[src/rtl/nbm_pkg.sv]
// ----------------------------------------------------------------------------
// nbm_pkg
// Types and constants for the bank mapper with the CPU cycle IRQ counter.
// ----------------------------------------------------------------------------
package nbm_pkg;

    // item kinds
    localparam logic [1:0] KIND_WRITE = 2'd0;
    localparam logic [1:0] KIND_TICK  = 2'd1;
    localparam logic [1:0] KIND_PRG   = 2'd2;
    localparam logic [1:0] KIND_CHR   = 2'd3;

    // register write map
    localparam logic [15:0] ADDR_PRG0     = 16'h8000;
    localparam logic [15:0] ADDR_PRG1     = 16'hA000;
    localparam logic [15:0] ADDR_PRG2     = 16'hC000;
    localparam logic [15:0] ADDR_MIRROR   = 16'h9001;
    localparam logic [15:0] ADDR_IRQ_EN   = 16'h9003;
    localparam logic [15:0] ADDR_IRQ_LOAD = 16'h9004;
    localparam logic [15:0] ADDR_RELOAD_H = 16'h9005;
    localparam logic [15:0] ADDR_RELOAD_L = 16'h9006;
    localparam logic [15:0] ADDR_CHR_LO   = 16'hB000;
    localparam logic [15:0] ADDR_CHR_HI   = 16'hB007;

    localparam int          DATA_FLAG_BIT = 7;
    localparam logic [1:0]  PRG_FIXED_SLOT = 2'd3;

    // configuration register indexes
    localparam logic [1:0] CFG_PRG_MASK = 2'd0;
    localparam logic [1:0] CFG_CHR_MASK = 2'd1;
    localparam logic [1:0] CFG_MIRROR   = 2'd2;

    localparam logic [7:0] PRG_MASK_RST = 8'd15;
    localparam logic [7:0] CHR_MASK_RST = 8'd255;
    localparam logic [7:0] PRG0_RST     = 8'h00;
    localparam logic [7:0] PRG1_RST     = 8'h01;
    localparam logic [7:0] PRG2_RST     = 8'hFE;

    typedef struct packed {
        logic [1:0]  kind;
        logic [15:0] address;
        logic [7:0]  data;
    } t_in_beat;

    typedef struct packed {
        logic       irq_line;
        logic       horizontal_mirroring;
        logic [7:0] page;
    } t_out_beat;

    // configuration as seen by the mapper core
    typedef struct packed {
        logic [7:0] prg_mask;
        logic [7:0] chr_mask;
        logic       mirror_wr;
        logic       mirror_val;
    } t_cfg;

    typedef struct packed {
        logic irq_enable;
        logic irq_flag;
    } t_status;

endpackage

[src/rtl/nbm_core.sv]
// ----------------------------------------------------------------------------
// nbm_core
// Mapper state: bank registers, mirroring and the IRQ down counter. Gives the
// result of the current beat combinationally and commits the state on fire.
// ----------------------------------------------------------------------------
module nbm_core
    import nbm_pkg::*;
(
    input  logic      i_clk,
    input  logic      i_rst_n,
    input  logic      i_fire,
    input  t_in_beat  i_beat,
    input  t_cfg      i_cfg,
    output t_out_beat o_result,
    output t_status   o_status
);

    logic [7:0]  r_prg_bank [3];
    logic [7:0]  r_chr_bank [8];
    logic        r_mirror;
    logic        r_irq_en;
    logic [15:0] r_irq_cnt;
    logic [15:0] r_irq_reload;
    logic        r_irq_flag;

    logic        n_mirror;
    logic        n_irq_en;
    logic [15:0] n_irq_cnt;
    logic [15:0] n_irq_reload;
    logic        n_irq_flag;
    logic [7:0]  page;
    logic [15:0] cnt_dec;
    logic [1:0]  prg_slot;
    logic [2:0]  chr_slot;
    logic        wr_chr;
    logic [1:0]  wr_prg_idx;
    logic        wr_prg;

    assign cnt_dec  = r_irq_cnt - 16'd1;
    assign prg_slot = i_beat.address[14:13];
    assign chr_slot = i_beat.address[12:10];

    always_comb begin
        n_mirror     = r_mirror;
        n_irq_en     = r_irq_en;
        n_irq_cnt    = r_irq_cnt;
        n_irq_reload = r_irq_reload;
        n_irq_flag   = r_irq_flag;
        page         = 8'd0;
        wr_chr       = 1'b0;
        wr_prg       = 1'b0;
        wr_prg_idx   = 2'd0;
        case (i_beat.kind)
            KIND_WRITE: begin
                case (i_beat.address) inside
                    [ADDR_CHR_LO:ADDR_CHR_HI]: wr_chr = 1'b1;
                    ADDR_PRG0: begin
                        wr_prg     = 1'b1;
                        wr_prg_idx = 2'd0;
                    end
                    ADDR_PRG1: begin
                        wr_prg     = 1'b1;
                        wr_prg_idx = 2'd1;
                    end
                    ADDR_PRG2: begin
                        wr_prg     = 1'b1;
                        wr_prg_idx = 2'd2;
                    end
                    ADDR_MIRROR: n_mirror = i_beat.data[DATA_FLAG_BIT];
                    ADDR_IRQ_EN: begin
                        n_irq_en   = i_beat.data[DATA_FLAG_BIT];
                        n_irq_flag = 1'b0;
                    end
                    ADDR_IRQ_LOAD: begin
                        n_irq_cnt  = r_irq_reload;
                        n_irq_flag = 1'b0;
                    end
                    ADDR_RELOAD_H: n_irq_reload = {i_beat.data, r_irq_reload[7:0]};
                    ADDR_RELOAD_L: n_irq_reload = {r_irq_reload[15:8], i_beat.data};
                    default: ;
                endcase
            end
            KIND_TICK: begin
                if (r_irq_en) begin
                    n_irq_cnt = cnt_dec;
                    if (cnt_dec == 16'd0) begin
                        n_irq_en   = 1'b0;
                        n_irq_flag = 1'b1;
                    end
                end
            end
            KIND_PRG: begin
                // top slot is hardwired to the last page
                if (prg_slot == PRG_FIXED_SLOT) begin
                    page = i_cfg.prg_mask;
                end else begin
                    page = r_prg_bank[prg_slot] & i_cfg.prg_mask;
                end
            end
            default: page = r_chr_bank[chr_slot] & i_cfg.chr_mask;
        endcase
    end

    assign o_result.irq_line             = n_irq_flag;
    assign o_result.horizontal_mirroring = n_mirror;
    assign o_result.page                 = page;
    assign o_status.irq_enable           = r_irq_en;
    assign o_status.irq_flag             = r_irq_flag;

    always_ff @(posedge i_clk) begin
        if (!i_rst_n) begin
            r_prg_bank[0] <= PRG0_RST;
            r_prg_bank[1] <= PRG1_RST;
            r_prg_bank[2] <= PRG2_RST;
            for (int i = 0; i < 8; i++) begin
                r_chr_bank[i] <= 8'd0;
            end
            r_mirror     <= 1'b0;
            r_irq_en     <= 1'b0;
            r_irq_cnt    <= 16'd0;
            r_irq_reload <= 16'd0;
            r_irq_flag   <= 1'b0;
        end else begin
            if (i_fire) begin
                if (wr_prg) begin
                    r_prg_bank[wr_prg_idx] <= i_beat.data;
                end
                if (wr_chr) begin
                    r_chr_bank[i_beat.address[2:0]] <= i_beat.data;
                end
                r_irq_en     <= n_irq_en;
                r_irq_cnt    <= n_irq_cnt;
                r_irq_reload <= n_irq_reload;
                r_irq_flag   <= n_irq_flag;
            end
            // strap reload of mirroring wins over a bus write
            if (i_cfg.mirror_wr) begin
                r_mirror <= i_cfg.mirror_val;
            end else if (i_fire) begin
                r_mirror <= n_mirror;
            end
        end
    end

endmodule

[src/rtl/nes_bank_mapper_cycle_irq_top.sv]
// ----------------------------------------------------------------------------
// nes_bank_mapper_cycle_irq_top
// Bank mapper with CPU cycle IRQ: bus writes, ticks and bank lookups in,
// one result beat per input beat out.
// ----------------------------------------------------------------------------
// Results go to the output register, or to the skid entry under an output
// stall. Throughput: one beat per cycle unless the skid entry is full; the
// state update is a single pass of logic into the mapper registers, and a
// two-entry output buffer keeps input open while one result waits.
// Reset: synchronous, active low; config returns to defaults, banks and IRQ
// state to their power-up values, output buffer empties.
module nes_bank_mapper_cycle_irq_top
    import nbm_pkg::*;
(
    input  logic      i_clk,
    input  logic      i_rst_n,
    input  logic      i_in_valid,
    output logic      o_in_stall,
    input  t_in_beat  i_in_beat,
    output logic      o_out_valid,
    input  logic      i_out_stall,
    output t_out_beat o_out_beat,
    input  logic      i_cfg_wr_en,
    input  logic [1:0] i_cfg_index,
    input  logic [7:0] i_cfg_wr_data
);

    logic [7:0] r_prg_mask;
    logic [7:0] r_chr_mask;

    logic       r_out_valid;
    t_out_beat  r_out_beat;
    logic       r_skid_valid;
    t_out_beat  r_skid_beat;

    logic       in_fire;
    logic       out_take;
    t_cfg       cfg;
    t_out_beat  result;
    t_status    status;

    assign o_in_stall = r_skid_valid;
    assign in_fire    = i_in_valid && !r_skid_valid;
    assign out_take   = r_out_valid && !i_out_stall;

    assign cfg.prg_mask   = r_prg_mask;
    assign cfg.chr_mask   = r_chr_mask;
    assign cfg.mirror_wr  = i_cfg_wr_en && (i_cfg_index == CFG_MIRROR);
    assign cfg.mirror_val = i_cfg_wr_data[0];

    always_ff @(posedge i_clk) begin
        if (!i_rst_n) begin
            r_prg_mask    <= PRG_MASK_RST;
            r_chr_mask    <= CHR_MASK_RST;
        end else if (i_cfg_wr_en) begin
            case (i_cfg_index)
                CFG_PRG_MASK: r_prg_mask    <= i_cfg_wr_data;
                CFG_CHR_MASK: r_chr_mask    <= i_cfg_wr_data;
                // mirroring strap loads the core's mirroring register directly
                CFG_MIRROR: ;
                default: ;
            endcase
        end
    end

    nbm_core u_core (
        .i_clk    (i_clk),
        .i_rst_n  (i_rst_n),
        .i_fire   (in_fire),
        .i_beat   (i_in_beat),
        .i_cfg    (cfg),
        .o_result (result),
        .o_status (status)
    );

    // output register plus skid entry
    always_ff @(posedge i_clk) begin
        if (!i_rst_n) begin
            r_out_valid  <= 1'b0;
            r_skid_valid <= 1'b0;
        end else begin
            if (in_fire) begin
                if (!r_out_valid || out_take) begin
                    r_out_valid <= 1'b1;
                end else begin
                    r_skid_valid <= 1'b1;
                end
            end else if (out_take) begin
                if (r_skid_valid) begin
                    r_skid_valid <= 1'b0;
                end else begin
                    r_out_valid <= 1'b0;
                end
            end
        end
    end

    always_ff @(posedge i_clk) begin
        if (in_fire) begin
            if (!r_out_valid || out_take) begin
                r_out_beat <= result;
            end else begin
                r_skid_beat <= result;
            end
        end else if (out_take && r_skid_valid) begin
            r_out_beat <= r_skid_beat;
        end
    end

    assign o_out_valid = r_out_valid;
    assign o_out_beat  = r_out_beat;

    a_skid_needs_out: assert property (@(posedge i_clk) disable iff (!i_rst_n)
        r_skid_valid |-> r_out_valid)
        else $error("skid entry held with empty output register");

    a_stall_to_skid: assert property (@(posedge i_clk) disable iff (!i_rst_n)
        (in_fire && r_out_valid && i_out_stall) |=> r_skid_valid)
        else $error("beat taken under output stall was not parked");

    a_drain: assert property (@(posedge i_clk) disable iff (!i_rst_n)
        (out_take && !in_fire && !r_skid_valid) |=> !r_out_valid)
        else $error("output stayed valid after last beat was taken");

    a_irq_exclusive: assert property (@(posedge i_clk) disable iff (!i_rst_n)
        !(status.irq_enable && status.irq_flag))
        else $error("IRQ counter enabled while IRQ line raised");

endmodule

[config.mk]
export PLATFORM = sky130hd
export DESIGN_NAME = nes_bank_mapper_cycle_irq_top
export DESIGN_NICKNAME = d
export VERILOG_FILES = /design/src/rtl/nbm_pkg.sv /design/src/rtl/nbm_core.sv /design/src/rtl/nes_bank_mapper_cycle_irq_top.sv
export SDC_FILE = /design/constraint.sdc
export NUM_CORES = 1
export LEC_CHECK = 0
export BUFFER_PORTS_ARGS = -buffer_cell sky130_fd_sc_hd__buf_2
export CAP_MARGIN = 20
export CORE_UTILIZATION = 60
export CTS_CLUSTER_SIZE = 20
export DETAILED_ROUTE_END_ITERATION = 7
export GPL_TIMING_DRIVEN = 0
export PLACE_DENSITY = 0.79
export SETUP_SLACK_MARGIN = 0.3
export SYNTH_ARGS = -nofsm -noshare
export SYNTH_HDL_FRONTEND = slang
export SYNTH_SLANG_ARGS = --single-unit
[constraint.sdc]
create_clock -name i_clk -period 2.8 [get_ports i_clk]
set_input_delay 0.14 -clock i_clk [delete_from_list [all_inputs] [get_ports i_clk]]
set_output_delay 0.14 -clock i_clk [all_outputs]
set_load 0.1 [all_outputs]
==> results.sh <==
export IMPL_status="finished clean"
export IMPL_worstPathRequired_ps=3090
export IMPL_grt_overflow=0
export IMPL_syn_avg_cell_area_um2=11.2
export IMPL_yosysWarningCount=0
export IMPL_gp_congestion=0.897
export IMPL_min_to="u_core.r_irq_reload[8]"
export IMPL_dpl_hpwl_um=13300
export IMPL_place_inst=907
export IMPL_p_total_mw=5.49
export IMPL_cts_buffers=17
export IMPL_p_leak_nw=3.39
export IMPL_powerDensity_nw_per_um2=609
export IMPL_synth_distinct_cells=57
export IMPL_clockBufferDepth=2
export IMPL_drt_pass1_iterations=5
export IMPL_drive_gt1_share_pct=20.2
export IMPL_rsz0062_at_grt="yes"
export IMPL_cts_root_buffer="clkbuf_16"
export IMPL_max_cap_violations=0
export IMPL_viasPerCell=5.99
export IMPL_crit_path_start_kind="flop"
export IMPL_grt_max_degree=17
export IMPL_core_area_um2=12200
export IMPL_fin_cells=961
export IMPL_die_y_um=115
export IMPL_die_w_um=115
export IMPL_path_clk_slew_ps=60
export IMPL_num_io_pins=53
export IMPL_critPathKind="reg -> reg"
export IMPL_cts_tree="done"
export IMPL_fill_cells=830
export IMPL_hold_viol=0
export IMPL_syn_to_final_growth_pct=17.7
export IMPL_setup_viol=0
export IMPL_critPathMaxFanout=4
export IMPL_fmax_mhz=395
export IMPL_min_path_type="in -> reg"
export IMPL_ys_seq_elements=161
export IMPL_grt_pass1_wl_um=29700
export IMPL_worstPathArrival_ps=2820
export IMPL_clk_latency_ps=430
export IMPL_post_route_util_pct=73.9
export IMPL_drtIter0Drc=649
export IMPL_worst_pin_slew_ps=923
export IMPL_hp_start="i_in_beat[0]"
export IMPL_syn_inst=686
export IMPL_wl_per_cell_um=19.8
export IMPL_nets=823
export IMPL_drv_slew=0
export IMPL_antenna_found_initial=0
export IMPL_wirelength_um=19000
export IMPL_syn_area_um2=7660
export IMPL_fin_crit_ps=2530
export IMPL_stdcell_area_um2=9020
export IMPL_ys_flop_type="edfxtp_1"
export IMPL_port_buffers=49
export IMPL_r2r_start="u_core.r_irq_cnt[0]"
export IMPL_drc=0
export IMPL_antenna_cells=0
export IMPL_synth_edf_count=108
export IMPL_slew_headroom_pct=38.5
export IMPL_r2r_slack_ps=270
export IMPL_worstRegToRegCells=10
export IMPL_htreeDepth=4
export IMPL_async_flop_share_pct=0
export IMPL_worst_r2r_endpoint="o_out_beat[9]"
export IMPL_final_antenna_net_count=0
export IMPL_synth_nets=729
export IMPL_track_usage_pct=30.9
export IMPL_clock_sinks=161
export IMPL_max_vdd_ir_drop_uv=628
export IMPL_synth_yosys_seq_area_share_pct=56.2
export IMPL_hold_depth=3
export IMPL_clock_skew_ps=5.13
export IMPL_rows=40
export IMPL_die_area_um2=13200
export IMPL_endpoint_kind="flop"
export IMPL_vias=5756
export IMPL_grt_pass1_vias=5479
export IMPL_fin_crit_sh_pct=90.3
export IMPL_placed_cell_area_um2=8160
export IMPL_floorplan_initialDensity_pct=62.8
-- area by class of cell --
class	count	area [um2]	area share [%]
Clock buffer	21	460	5.10
Clock inverter	11	136	1.51
Timing Repair Buffer	75	458	5.08
Buffer	47	208	2.30
Tap cell	168	210	2.33
Multi-Input combinational cell	471	3210	35.6
Inverter	7	28.8	0.319
Sequential cell	161	4310	47.7
-- placed cells by master (no fill, tap or decap), drive strengths merged, types with 2 or more instances in the layout --
| master | instances |
|---|---|
| a21oi | 22 |
| a22oi | 2 |
| a31o | 3 |
| a31oi | 3 |
| and2 | 73 |
| and3 | 2 |
| and3b | 2 |
| buf | 81 |
| bufinv | 3 |
| clkbuf | 54 |
| clkinv | 6 |
| clkinvlp | 3 |
| dfxtp | 53 |
| dlygate4sd3 | 8 |
| edfxtp | 108 |
| ha | 2 |
| inv | 6 |
| mux2 | 8 |
| mux2i | 41 |
| mux4 | 16 |
| nand2 | 69 |
| nand2b | 9 |
| nand3 | 29 |
| nand3b | 6 |
| nand4 | 3 |
| nand4b | 2 |
| nor2 | 49 |
| nor2b | 5 |
| nor3 | 21 |
| nor3b | 3 |
| nor4 | 10 |
| o211ai | 4 |
| o21ai | 51 |
| o31ai | 4 |
| o32ai | 2 |
| or2 | 9 |
| or3 | 3 |
| or3b | 2 |
| xor2 | 4 |
-- worst max-delay path by stage --
stage	slack (ps)	from	end	cells past startpoint
4_1_cts	260	o_in_stall	u_core.r_prg_bank[0][7]	6
5_1_grt	190	u_core.r_irq_cnt[0]	o_out_beat[9]	10
3_3_place_gp	-8	i_in_beat[21]	u_core.r_chr_bank[7][4]	6
2_1_floorplan	300	u_core.r_irq_cnt[0]	o_out_beat[9]	10
3_5_place_dp	-70	i_in_beat[13]	u_core.r_prg_bank[1][7]	7
6_report	270	u_core.r_irq_cnt[0]	o_out_beat[9]	10
-- synth_stat cells, types with 3 or more instances --
| cell | number | share of area [%] |
|---|---|---|
| xor2_1 | 4 | 0.46 |
| a31o_2 | 3 | 0.34 |
| nand3_1 | 29 | 1.9 |
| dfxtp_1 | 53 | 14 |
| o21ai_0 | 51 | 3.3 |
| inv_1 | 6 | 0.29 |
| mux2_2 | 8 | 1.2 |
| nor4_2 | 3 | 0.49 |
| clkbuf_1 | 33 | 1.6 |
| nand2_1 | 69 | 3.4 |
| nand2b_1 | 9 | 0.73 |
| and2_1 | 73 | 6.0 |
| a21oi_1 | 22 | 1.4 |
| edfxtp_1 | 108 | 42 |
| nand4_1 | 3 | 0.24 |
| mux2i_1 | 41 | 5.4 |
| nor2b_1 | 5 | 0.41 |
| o211ai_1 | 4 | 0.39 |
| or2_1 | 8 | 0.65 |
| nor3b_1 | 3 | 0.29 |
| mux4_2 | 16 | 4.7 |
| buf_2 | 5 | 0.33 |
| a31oi_1 | 3 | 0.24 |
| o31ai_1 | 4 | 0.39 |
| nor4_1 | 6 | 0.49 |
| buf_1 | 6 | 0.29 |
| nor2_1 | 49 | 2.4 |
| nor3_1 | 18 | 1.2 |
| nand3b_1 | 6 | 0.59 |
-- worst max-delay path, stage by stage (launching register included) --
cell and delay [ps]:
dfxtp_2 330, buf_6 130, inv_4 50, ha_4 120, or3b_4 370, buf_6 140, nor4b_4 230, xor2_1 110
or2_1 220, or4_4 550, a21oi_2 140
-- registers in the layout, indices dropped and copies added (netlist names) --
register	flops
u_core.r_chr_bank	64
u_core.r_prg_bank	24
u_core.r_irq_cnt	16
u_core.r_irq_reload	16
o_out_beat	10
r_skid_beat	10
r_chr_mask	8
r_prg_mask	8
o_in_stall	1
o_out_valid	1
u_core.r_irq_en	1
u_core.r_irq_flag	1
u_core.r_mirror	1
-- cell families (layout without fill, tap and decap cells) --
group / after synthesis / after routing / share of synthesized area (%)
fa+ha+maj: 3 / 3 / 0.457
flops: 161 / 161 / 56.2
simple gates: 300 / 300 / 21.2
buf+inv: 54 / 161 / 2.97
mux: 65 / 65 / 11.2
compound gates: 98 / 98 / 7.36
xor+xnor: 5 / 5 / 0.571
-- layer usage --
metal  wire (um)  GRT usage, %  up-vias
li1            -             -     2674
met1        7860          41.3     2780
met2        9040          48.8      271
met3        1600          7.64       31
met4         495          12.1        0
met5           0             0        -
-- what timing repair did --
| action | CTS | global route |
|---|---|---|
| hold buffers | 8 | 0 |
| gates resized for setup | 11 | 14 |
| pin swaps | 5 | 8 |
| hold endpoints to repair | 16 | 0 |
| setup endpoints to repair | 28 | 52 |
| buffers inserted | 5 | 8 |
-- stage by stage --
stage / TNS [ps] / setup slack (ps) / hold slack (ps)
4_1_cts: 0 / 264 / 0.169
6_report: 0 / 271 / 15.8
3_5_place_dp: -589 / -73.8 / 385
2_1_floorplan: 0 / 305 / 264
5_1_grt: 0 / 188 / 18.8
3_3_place_gp: -61.6 / -8.07 / 362
-- power by group --
part           leakage [nW]  internal (mW)  switching [mW]  total, mW
registers              1.55           2.60          0.0230       2.62
logic                  1.55          0.149           0.369      0.519
clock network         0.286           1.44           0.911       2.35
(Power assumes the default switching activity.)
